===== config.mk =====
export PLATFORM = sky130hd
export DESIGN_NAME = gbs_overlap
export DESIGN_NICKNAME = d
export VERILOG_FILES = /design/src/gbs_pkg.sv /design/src/gbs_overlap.sv
export SDC_FILE = /design/constraint.sdc
export NUM_CORES = 2
export LEC_CHECK = 0
export BUFFER_PORTS_ARGS = -buffer_cell sky130_fd_sc_hd__buf_2
export CAP_MARGIN = 0
export CELL_PAD_IN_SITES_DETAIL_PLACEMENT = 1
export CELL_PAD_IN_SITES_GLOBAL_PLACEMENT = 1
export CORE_MARGIN = 2
export CORE_UTILIZATION = 35
export CTS_BUF_LIST = sky130_fd_sc_hd__clkbuf_16
export CTS_CLUSTER_DIAMETER = 40
export DETAILED_ROUTE_END_ITERATION = 12
export GPL_TIMING_DRIVEN = 0
export PLACE_DENSITY_LB_ADDON = 0.1
export SYNTH_ARGS = -nofsm -noshare
export SYNTH_HDL_FRONTEND = slang
export SYNTH_SLANG_ARGS = --single-unit
export TNS_END_PERCENT = 5

===== constraint.sdc =====
create_clock -name aclk -period 7.53 [get_ports aclk]
set_clock_uncertainty 0.1 [all_clocks]
set_input_delay 0.753 -clock aclk [delete_from_list [all_inputs] [get_ports aclk]]
set_output_delay 0.753 -clock aclk [all_outputs]
set_load 0.01 [all_outputs]

===== src/gbs_pkg.sv =====
package gbs_pkg;

    // register indexes on the configuration port
    localparam logic [7:0] REG_THRESHOLD = 8'd0;
    localparam logic [7:0] REG_MODE      = 8'd1;

    // overlap modes
    localparam logic [1:0] MODE_IOU = 2'd0;
    localparam logic [1:0] MODE_IOS = 2'd1;

    localparam int THR_BITS  = 16;
    localparam int MODE_BITS = 2;
    localparam logic [THR_BITS-1:0]  THR_RESET  = 16'd32768;
    localparam logic [MODE_BITS-1:0] MODE_RESET = MODE_IOU;

    typedef enum logic [3:0] {
        ST_LOAD,
        ST_RK_I,
        ST_RK_ILAT,
        ST_RK_J,
        ST_RK_JCMP,
        ST_RK_WR,
        ST_SP_I,
        ST_SP_IR,
        ST_SP_IB,
        ST_SP_J,
        ST_SP_JR,
        ST_SP_JB,
        ST_SP_OV,
        ST_SP_EMIT,
        ST_CLEAR
    } gbs_state_t;

    // result of one pairwise overlap test
    typedef struct packed {
        logic done;
        logic suppress;
    } gbs_ov_res_t;

endpackage


===== src/gbs_overlap.sv =====
module gbs_overlap import gbs_pkg::*; #(
    parameter int COORD_BITS = 14
) (
    input  logic                    aclk,
    input  logic                    aresetn,
    input  logic                    start,
    input  logic [4*COORD_BITS-1:0] box_a,
    input  logic [4*COORD_BITS-1:0] box_b,
    input  logic [MODE_BITS-1:0]    mode,
    input  logic [THR_BITS-1:0]     threshold,
    output gbs_ov_res_t             res
);

    localparam int C  = COORD_BITS;
    localparam int EW = C + 2;          // signed edge length
    localparam int LW = C + 1;          // positive edge length
    localparam int QW = 2 * LW;         // length product
    localparam int AW = 2 * C + 1;      // area
    localparam int DW = 2 * C + 2;      // denominator
    localparam int PW = THR_BITS + DW;  // compared products

    logic signed [C-1:0] al, at, ar, ab, bl, bt, br, bb;
    logic signed [C-1:0] il, it, ir, ib;
    logic signed [EW-1:0] w, h, wa, ha, wb, hb;

    logic [3:0] vld_reg;
    logic signed [EW-1:0] w_reg, h_reg, wa_reg, ha_reg, wb_reg, hb_reg;
    logic hit1_reg, hit2_reg, hit3_reg, hit4_reg;
    logic [AW-1:0] inter2_reg, a2_reg, b2_reg;
    logic [AW-1:0] inter3_reg, inter4_reg;
    logic [DW-1:0] den3_reg;
    logic [PW-1:0] prod4_reg;
    logic [QW-1:0] p_inter, p_a, p_b;
    logic [DW-1:0] den_next;
    logic hit3_next;

    assign al = box_a[C-1:0];
    assign at = box_a[2*C-1:C];
    assign ar = box_a[3*C-1:2*C];
    assign ab = box_a[4*C-1:3*C];
    assign bl = box_b[C-1:0];
    assign bt = box_b[2*C-1:C];
    assign br = box_b[3*C-1:2*C];
    assign bb = box_b[4*C-1:3*C];

    // intersection corners and edge lengths
    assign il = (al > bl) ? al : bl;
    assign it = (at > bt) ? at : bt;
    assign ir = (ar < br) ? ar : br;
    assign ib = (ab < bb) ? ab : bb;
    assign w  = EW'(ir) - EW'(il) + EW'(1);
    assign h  = EW'(ib) - EW'(it) + EW'(1);
    assign wa = EW'(ar) - EW'(al) + EW'(1);
    assign ha = EW'(ab) - EW'(at) + EW'(1);
    assign wb = EW'(br) - EW'(bl) + EW'(1);
    assign hb = EW'(bb) - EW'(bt) + EW'(1);

    // lengths are positive whenever the pair intersects
    assign p_inter = QW'(w_reg[LW-1:0]) * QW'(h_reg[LW-1:0]);
    assign p_a     = QW'(wa_reg[LW-1:0]) * QW'(ha_reg[LW-1:0]);
    assign p_b     = QW'(wb_reg[LW-1:0]) * QW'(hb_reg[LW-1:0]);

    // denominator per mode
    always_comb begin
        den_next  = '0;
        hit3_next = hit2_reg;
        case (mode)
            MODE_IOU: den_next = DW'(a2_reg) + DW'(b2_reg) - DW'(inter2_reg);
            MODE_IOS: den_next = (a2_reg < b2_reg) ? DW'(a2_reg) : DW'(b2_reg);
            default:  hit3_next = 1'b0;
        endcase
    end

    // stage valids
    always_ff @(posedge aclk) begin
        if (!aresetn) begin
            vld_reg <= '0;
        end else begin
            vld_reg <= {vld_reg[2:0], start};
        end
    end

    // four register stages: lengths, areas, denominator, scaled denominator
    always_ff @(posedge aclk) begin
        w_reg      <= w;
        h_reg      <= h;
        wa_reg     <= wa;
        ha_reg     <= ha;
        wb_reg     <= wb;
        hb_reg     <= hb;
        hit1_reg   <= (w > 0) && (h > 0);
        inter2_reg <= p_inter[AW-1:0];
        a2_reg     <= p_a[AW-1:0];
        b2_reg     <= p_b[AW-1:0];
        hit2_reg   <= hit1_reg;
        inter3_reg <= inter2_reg;
        den3_reg   <= den_next;
        hit3_reg   <= hit3_next;
        inter4_reg <= inter3_reg;
        prod4_reg  <= PW'(threshold) * PW'(den3_reg);
        hit4_reg   <= hit3_reg;
    end

    assign res.done     = vld_reg[3];
    assign res.suppress = hit4_reg &&
                          ({PW'(inter4_reg), THR_BITS'(0)} > {THR_BITS'(0), prod4_reg});

endmodule


==> reports/qor_table.md <==
| Step | Metric | This run |
| --- | --- | --- |
| setup path | Required time of the critical path | 7960 ps |
| clock tree | H-tree depth reported by CTS | 2 |
| floorplanning | Placeable core region | 152000 um^2 |
| synthesis | Register area share after synthesis | 0.119 |
| floorplanning | Chip Height | 395 um |
| setup path | Arrival time of data at the critical path endpoint | 7750 ps |
| sta | Relative slew slack | 0.317 |
| finish | Final Util | 0.389 |
| finish | Fill cell count | 17747 |
| synthesis | Number of enable-type register cells in the synthesized netlist | 0 |
| clock tree | Clock insertion delay at the later pin of the skew report | 670 ps |
| job | Reported max-cap violation count | 0 |
| drt | Post-detailed-routing wire length | 169000 um |
| clock tree | Number of sinks handled by clock tree synthesis | 319 |
| synthesis | Synthesized netlist net count | 7660 |
| worst hold path | Worst min-delay path class | reg2reg |
| synthesis | Mapped Avg Cell Area | 9.07 um^2 |
| placed design | Placed cells | 8058 |
| drt | DRC | 0 |
| placed design | Post-Place Worst Slack | -594 ps |
| clock tree | Total clock buffers created by CTS | 61 |
| drt | Drt pass-1 iters | 5 |
| floorplanning | Horiz. Die Dim | 395 um |
| sta | Final period util | 0.972 |
| grt | Initial antenna violation count | 7 |
| run status | Result of the run | completed |
| synthesis | Main combinational cell family by area after synthesis | adder cells |
| grt | Global-route total usage across every layer | 0.222 |
| sta | Worst-margin pin slew | 1010 ps |
| clock tree | Clock Tree Buf Depth | 3 |
| setup path | Worst setup EP type | register |
| setup path | Beginning of the worst register-to-register path | h_reg[4] |
| finish | Largest register FFs | 46 |
| drt | Detailed-route vias per instance | 4.83 |
| sta | Max frequency | 0.137 GHz |
| drt | Initial DRC Count | 1403 |
| setup path | Delay of the slowest critical-path stage | 580 ps |
| grt | Wire length of the first global-routing pass | 267000 um |
| finish | Layout cell share with drive strength beyond 1 | 0.0540 |
| sta | Post-layout min period | 7320 ps |
| setup path | Critical-path cell list | clkbuf_1, nand2_1, fa_1, inv_1, fa_1, inv_1, fa_1, inv_1, fa_1, fa_1, fa_1, ha_1, o21ai_1, a221oi_1, a211oi_1, a221o_1, a31oi_2, a41oi_1, a311o_1, xnor2_1 |
| setup path | CP Launch Type | register |
| setup path | Worst-case register-to-register setup slack | 210 ps |
| sta | Max-slew violation count | 0 |
| drt | Wirelength per Cell | 20.7 um |
| clock tree | Register clock-pin slew on the reported worst setup and hold paths | 60 ps |
| setup path | Largest fanout on the critical path | 10 |
| finish | Layout net count | 7840 |
| synthesis | Main area contributors after synthesis | fa_1 (34%), ha_1 (16%), dfxtp_1 (12%), inv_1 (8.3%), and2_1 (5.6%) |
| clock tree | CTS tree | built |
| grt | Pin count of the biggest net entering global routing | 20 |
| finish | Final instance count without filler cells | 8179 |
| synthesis | Post-Synthesis Cell Area | 53600 um^2 |
| synthesis | Number of synthesis warnings | 0 |
| setup path | Endpoint of the worst-slack reg-to-reg timing path | inter2_reg[28] |
| setup path | Number of cells traversed by the worst register-to-register path | 20 |
| setup path | Critical path startpoint | h_reg[4] |
| grt | Total congestion overflow after global routing | 0 |
| synthesis | Top cell types by occurrence after synthesis | inv_1 (1187), fa_1 (923), nand2_1 (801) |
| sta | Worst setup margin | 207 ps |
| setup path | Slowest CP cell | clkbuf_1 |
| floorplanning | Initial Util | 0.352 |
| synthesis | Primary FF master, synth | dfxtp_1 |
| clock tree | Setup Fix Bufs, Post-CTS | 0 |
| synthesis | FFs w/ async S/R, synth | 0 |
| synthesis | Post-synthesis share of cell area spent on and, or, nand and nor gates | 0.151 |
| sta | Hold violation count in the final report | 0 |
| sta | Number of setup violations in the final report | 0 |
| synthesis | Number of distinct library cells after synthesis | 84 |
| synthesis | Post-synthesis share of cell area spent on xor and xnor gates | 0.0342 |
| drt | Via Count | 39477 |
| setup path | Capturing instance or port of the critical path | inter2_reg[28] |
| floorplanning | Full die area | 156000 um^2 |
| floorplanning | Boundary Pins | 135 |
| synthesis | Cell type with the largest total area after synthesis | fa_1 |
| setup path | Library cell appearing most often on the critical path | fa_1 |
| synthesis | Area share of the largest cell type after synthesis | 0.345 |
| synthesis | Mux share of post-synthesis cell area | 0.0177 |
| clock tree | Cts hold-fix bufs | 0 |
| drt | Final ANT Viol Nets | 0 |
| clock tree | Master cell of the clock root buffer | clkbuf_16 |
| synthesis | Fraction of the mapped netlist area in adder cells | 0.506 |
| synthesis | Most frequent cell after synthesis | inv_1 |
| synthesis | Share of the synthesized area in compound gates (AO/OA/AOI/OAI) | 0.0745 |
| placed design | Final RePlAce weighted congestion | 0.874 |
| finish | Area growth from synthesis to layout | 10.3% |
| setup path | Kind of cell with the highest combined delay on the critical path | adder cells |
| placed design | Dpl hpwl | 148000 um |
| setup path | Buffers plus inverters on the worst setup path | 4 |
| sta | Hold_ws | 224 ps |
| floorplanning | Number of core rows | 143 |
| setup path | Crit Path Class | reg2reg |
| synthesis | Yosys reg bits | 319 |
| setup path | Depth of the critical timing path with buffers and inverters included | 20 |
| synthesis | Gate count of the mapped netlist | 5911 |
| grt | Number of global-route vias before repair | 44717 |
| placed design | Count of input and output buffers | 117 |
| sta | Setup repair after global routing missed its margin | true |
layout by cell type, fill, tap and decap left out, drive strengths merged, types with 30 or more instances in the layout:
cell / Yosys / layout
o21ai: 116 / 116
nor2: 173 / 173
fa: 923 / 923
nor3: 41 / 41
xnor2: 146 / 146
ha: 693 / 693
xor2: 63 / 63
nand2: 801 / 801
nand2b: 30 / 30
a21oi: 168 / 168
nand4: 33 / 33
mux2i: 62 / 62
dfxtp: 319 / 319
nand3: 30 / 30
a211oi: 47 / 47
and2: 484 / 484
a21o: 100 / 100
inv: 1187 / 1215
clkbuf: 180 / 238
buf: 10 / 130
per-layer routing:
metal	GRT usage	up-vias	routed length, um
li1	-	18685	-
met1	0.291	20154	76500
met2	0.397	500	83700
met3	0.0171	138	4380
met4	0.0497	0	4490
met5	0	-	0
how the worst min path moves through the flow:
| stage | startpoint | to | slack (ps) | cells after the start |
|---|---|---|---|---|
| after detailed placement | inter3_reg[5] | inter4_reg[5] | 210 | 0 |
| after CTS | start | vld_reg[0] | 200 | 2 |
| after floorplan | hit1_reg | hit2_reg | 210 | 0 |
| after global placement | inter3_reg[1] | inter4_reg[1] | 210 | 0 |
| final | inter3_reg[1] | inter4_reg[1] | 220 | 0 |
| after global routing | box_b[28] | wb_reg[0] | 220 | 2 |
area by class of cell:
class / instances / area (um^2) / area share
Sequential cell: 319 / 6400 / 0.108
Timing Repair Buffer: 117 / 586 / 0.00991
Tap cell: 2030 / 2540 / 0.0430
Clock buffer: 61 / 1530 / 0.0258
Clock inverter: 55 / 779 / 0.0132
Multi-Input combinational cell: 4215 / 42100 / 0.712
Antenna cell: 5 / 12.5 / 0.000212
Inverter: 1187 / 4460 / 0.0754
Buffer: 190 / 752 / 0.0127
repair_timing:
item / in CTS / in global routing
endpoints found under the setup margin: 13 / 11
gates resized for setup: 18 / 24
cloned: 0 / 0
hold endpoints to repair: 0 / 0
kinds of logic (layout without fill, tap and decap cells):
family	after synthesis	in the layout
AND/OR/NAND/NOR	1689	1689
adder cells (fa/ha/maj)	1616	1616
buffers and inverters	1377	1610
AO/OA/AOI/OAI	610	610
flip-flops	319	319
XOR/XNOR	209	209
multiplexers	91	91
other	0	5
per-stage QoR:
step / setup TNS [ps] / cell area [um^2]
2_1_floorplan: 0 / 53600
3_3_place_gp: -3540 / 56700
3_5_place_dp: -3770 / 56700
4_1_cts: 0 / 59100
5_1_grt: -360 / 59100
6_report: 0 / 59100
Power is not shown: default switching activity piles up to over one toggle a cycle in this logic, so the estimate is an artifact.
